<file path="src/hw/rtl/sgmg_pkg.sv">
// shared types and constants for the sorted store with gap report
`timescale 1ns / 1ps

package sgmg_pkg;

    localparam int VALUE_W = 32;
    localparam int CAP_W   = 7;
    localparam int ECNT_W  = 7;

    typedef logic signed [VALUE_W-1:0] value_t;
    typedef logic        [VALUE_W-1:0] gap_t;

    // status one cell hands to its right-hand neighbour and to the top
    typedef struct packed {
        logic goes_left;  // held value stays put on insertion
        logic is_new;     // cell took the inserted value on the last transaction
    } cell_stat_t;

endpackage

</file>
<file path="src/hw/rtl/sgmg_cell.sv">
// one slot of the sorted chain: compare, hold or shift right, left-gap difference
`timescale 1ns / 1ps

module sgmg_cell
    import sgmg_pkg::*;
(
    input  logic       clk,
    input  logic       rst_n,
    input  logic       load,        // transaction accepted
    input  logic       ins,         // transaction accepted and there is room
    input  logic       occupied,    // slot index below the element count
    input  value_t     new_value,
    input  value_t     left_value,
    input  logic       left_goes,   // left neighbour keeps its value
    output value_t     held_value,
    output cell_stat_t stat,
    output gap_t       left_diff
);

    value_t val_reg;
    value_t val_next;
    logic   is_new_reg;
    logic   goes_left;
    logic   at_pos;

    // equal values stay left so the new one lands after them
    assign goes_left = occupied && (val_reg <= new_value);
    assign at_pos    = !goes_left && left_goes;

    always_comb
    begin
        val_next = val_reg;
        if (ins && !goes_left)
        begin
            val_next = at_pos ? new_value : left_value;
        end
    end

    always_ff @(posedge clk)
    begin
        val_reg <= val_next;
    end

    always_ff @(posedge clk or negedge rst_n)
    begin
        if (!rst_n)
        begin
            is_new_reg <= 1'b0;
        end
        else if (load)
        begin
            is_new_reg <= ins && at_pos;
        end
    end

    assign held_value     = val_reg;
    assign stat.goes_left = goes_left;
    assign stat.is_new    = is_new_reg;
    assign left_diff      = gap_t'(val_reg) - gap_t'(left_value);

endmodule

</file>
<file path="config.mk">
export PLATFORM = sky130hd
export DESIGN_NAME = sgmg_cell
export DESIGN_NICKNAME = d
export VERILOG_FILES = /design/src/hw/rtl/sgmg_pkg.sv /design/src/hw/rtl/sgmg_cell.sv
export SDC_FILE = /design/constraint.sdc
export NUM_CORES = 1
export LEC_CHECK = 0
export ABC_CLOCK_PERIOD_IN_PS = 7200
export BUFFER_PORTS_ARGS = -buffer_cell sky130_fd_sc_hd__buf_2
export CAP_MARGIN = 20
export CORE_MARGIN = 5
export CORE_UTILIZATION = 30
export DETAILED_ROUTE_END_ITERATION = 12
export GPL_TIMING_DRIVEN = 0
export MAX_ROUTING_LAYER = met4
export PLACE_DENSITY = 0.59
export SETUP_SLACK_MARGIN = 0.15
export SYNTH_ARGS = -nofsm -noshare
export SYNTH_HDL_FRONTEND = slang
export SYNTH_SLANG_ARGS = --single-unit
</file>
<file path="constraint.sdc">
create_clock -name clk -period 7.2 [get_ports clk]
set_input_delay 0.72 -clock clk [delete_from_list [all_inputs] [get_ports clk]]
set_output_delay 0.72 -clock clk [all_outputs]
set_load 0.05 [all_outputs]
</file>
==> reports/qor.yml <==
status:
  status: "finished, final reports clean"
detailed_routing:
  wl_um: 10900
  wl_per_cell_um: 14.9
  antenna_left: 0
  detail_route.vias_per_cell: 4.72
  drc: 0
  route.vias.total: 3442
  drt_pre_antenna_iters: 4
  first_iter_violations: 110
die:
  start_util_pct: 30.2
  die_x_um: 122
  die_area_um2: 14900
  pin_count: 136
  coreArea_um2: 12500
  rows: 41
  die_height_um: 122
placed_design:
  pre_cts_ws_ps: 2770
  placed_area_um2: 4660
  dpl.hpwl_um: 9000
  gp_congestion: 0.838
  port_buffers: 135
clocking:
  cts_sinks: 33
  cts_root_buf: "clkbuf_16"
  numCtsBuffers: 5
  post_cts_resized: 0
  holdBufCountCts: 0
  htree_levels: 2
  cts_setup_buffers: 0
  worst_skew_pair.late_latency_ps: 280
  clk_pin_slew_ps: 60
  cts_buffer_depth: 2
  cts_tree: "built"
worst_setup_path:
  path_class: "in2out"
  slowest_stage: "o21ai_1"
  path_delay_family: "compound AO/OA/AOI/OAI gates"
  critPathMostFrequentCell: "buf_2"
  endpoint_kind: "output pin"
  worstPathArrival_ps: 3630
  crit_chain: "buf_2 > inv_1 > ha_1 > clkbuf_1 > nand4_1 > nor2_1 > nand2_1 > a211oi_1 > o221ai_1 > o21ai_1 > nand3_1 > a21oi_1 > xnor2_1 > buf_2"
  max_stage_delay_ps: 340
  cp_max_fo: 7
  required_ps: 6480
  cp_num_buf_inv: 4
  start_kind: "input port"
layout:
  nFillCells: 1329
  area_delta_synth_final_pct: 27.3
  nNetsFinal: 691
  largest_reg_flops: 32
  diodes: 0
  layout_common_cells: "buf_2 (136), inv_1 (71), ha_1 (63)"
  final_common_cell: "buf_2"
  drive_above_1_share_pct: 26.9
  fin_area_um2: 4800
logic_synthesis:
  synth_edf_count: 32
  seq_area_frac_synth_pct: 26.2
  ys_ff_latch: 33
  synth_nets: 549
  async_flop_share_pct: 3.03
  yosysWarningCount: 0
  netlist_instances: 415
  syn_area_um2: 3770
  yosysUniqueCellTypes: 51
  avgSynthCellArea_um2: 9.08
  synthFlopType: "edfxtp_1"
global_routing:
  grt_pass1_vias: 3585
  antenna_found_initial: 0
  grt_max_degree: 33
  grt_util_met3_pct: 3.02
  top_usage_layer: "met2"
  met2_usage_pct: 25.5
  grtUsageTotal_pct: 15.0
  grt_pass1_wl_um: 17200
  grt.overflow.total: 0
  grtUsageMet1_pct: 18.5
timing:
  maxSlewHeadroom_pct: 40.8
  fin_hold_ws_ps: 205
  setup_tns_ps: 0
  timing.final.crit_period_ps: 4350
  clock_skew_ps: 5.31
  worstMarginPinSlew_ps: 888
  setup_violations: 0
  period_share_pct: 60.5
  hold_viol: 0
  drv_slew: 0
  rsz0062_at_grt: "false"
  max_freq_ghz: 0.230
  setup_ws_ps: 2850
power:
  total_power_uw: 1150
  power_density_nw_per_um2: 239
  cellLeakagePower_uw: 0.00255
  vdd_drop_max_mv: 0.110
min_path:
  hold_class: "in2async"
run:
  maxCapViolCount: 0
==> power breakdown <==
part           switching (uW)  internal (uW)  leakage (uW)
clock                    87.3            129     0.0000652
sequential               16.4            239      0.000319
combinational             478            200       0.00216
total                     582            567       0.00255
==> per-layer routing <==
layer / vias up / wire length, um
li1: 1782 / -
met1: 1574 / 5040
met3: 6 / 530
met2: 80 / 5190
met4: 0 / 90
met5: - / 0
==> logic make-up after synthesis <==
| family | count (synthesis) | synth area share [%] |
|---|---|---|
| AOI/OAI and AO/OA | 106 | 18.8 |
| xor gates and xnor gates | 28 | 6.51 |
| muxes | 32 | 8.56 |
| DFF | 33 | 26.2 |
| buffers and inverters | 83 | 8.80 |
| and+or+nand+nor | 69 | 9.72 |
| adders and majority gates | 64 | 21.4 |
==> final timing paths <==
check / startpoint / end / slack [ps] / cells after the start
max in group asynchronous: rst_n / is_new_reg$_DFFE_PN0P_ / 6910 / 1
worst max-delay path: left_value[20] / left_diff[31] / 2850 / 14
worst max register to register: held_value[17]$_DFFE_PP_ / held_value[10]$_DFFE_PP_ / 3750 / 9
worst min-delay path: rst_n / is_new_reg$_DFFE_PN0P_ / 210 / 1
worst min register to register: is_new_reg$_DFFE_PN0P_ / is_new_reg$_DFFE_PN0P_ / 650 / 2
min in group clk: is_new_reg$_DFFE_PN0P_ / is_new_reg$_DFFE_PN0P_ / 650 / 2
==> cell usage after synthesis (2+ instances only) <==
cell type	number	share of area, %
a211oi_1	2	0.40
a21o_1	30	6.0
a21oi_1	33	4.4
a221o_1	2	0.53
a31oi_1	2	0.33
and2_1	2	0.33
and4_1	2	0.46
buf_4	5	1.0
clkbuf_1	6	0.60
edfxtp_1	32	25
ha_1	63	21
inv_1	71	7.1
mux2_1	2	0.60
mux2i_1	30	8.0
nand2_1	9	0.90
nand2b_1	3	0.50
nand3_1	5	0.66
nand4_1	14	2.3
nor2_1	19	1.9
nor2b_1	6	1.0
o211ai_1	2	0.40
o21a_1	6	1.2
o21ai_0	8	1.1
o21ai_1	3	0.40
o221ai_1	2	0.46
o31a_1	3	0.70
or3_1	3	0.50
xnor2_1	18	4.2
xor2_1	10	2.3
==> worst reg2reg max path, cell delays in order, from the launching register on <==
cell and delay (ps):
edfxtp_1 420, ha_1 320, a21o_1 170, a21o_1 180
a21oi_1 300, o32ai_1 120, or3b_1 380, a211o_1 240
o211ai_1 150, and2_2 800
==> layout make-up <==
type	count	area [um2]	area share, %
Multi-Input combinational cell	299	2450	51.1
Tap cell	172	215	4.49
Clock buffer	8	136	2.84
Inverter	71	267	5.55
Timing Repair Buffer	135	676	14.1
Buffer	12	65.1	1.36
Sequential cell	33	986	20.5
==> stage by stage <==
step	util, %	cells
floorplan	-	415
global placement	37.4	722
detailed placement	37.4	722
CTS	38.5	730
global route	38.5	730
finish	38.5	730
(Power assumes the default switching activity.)
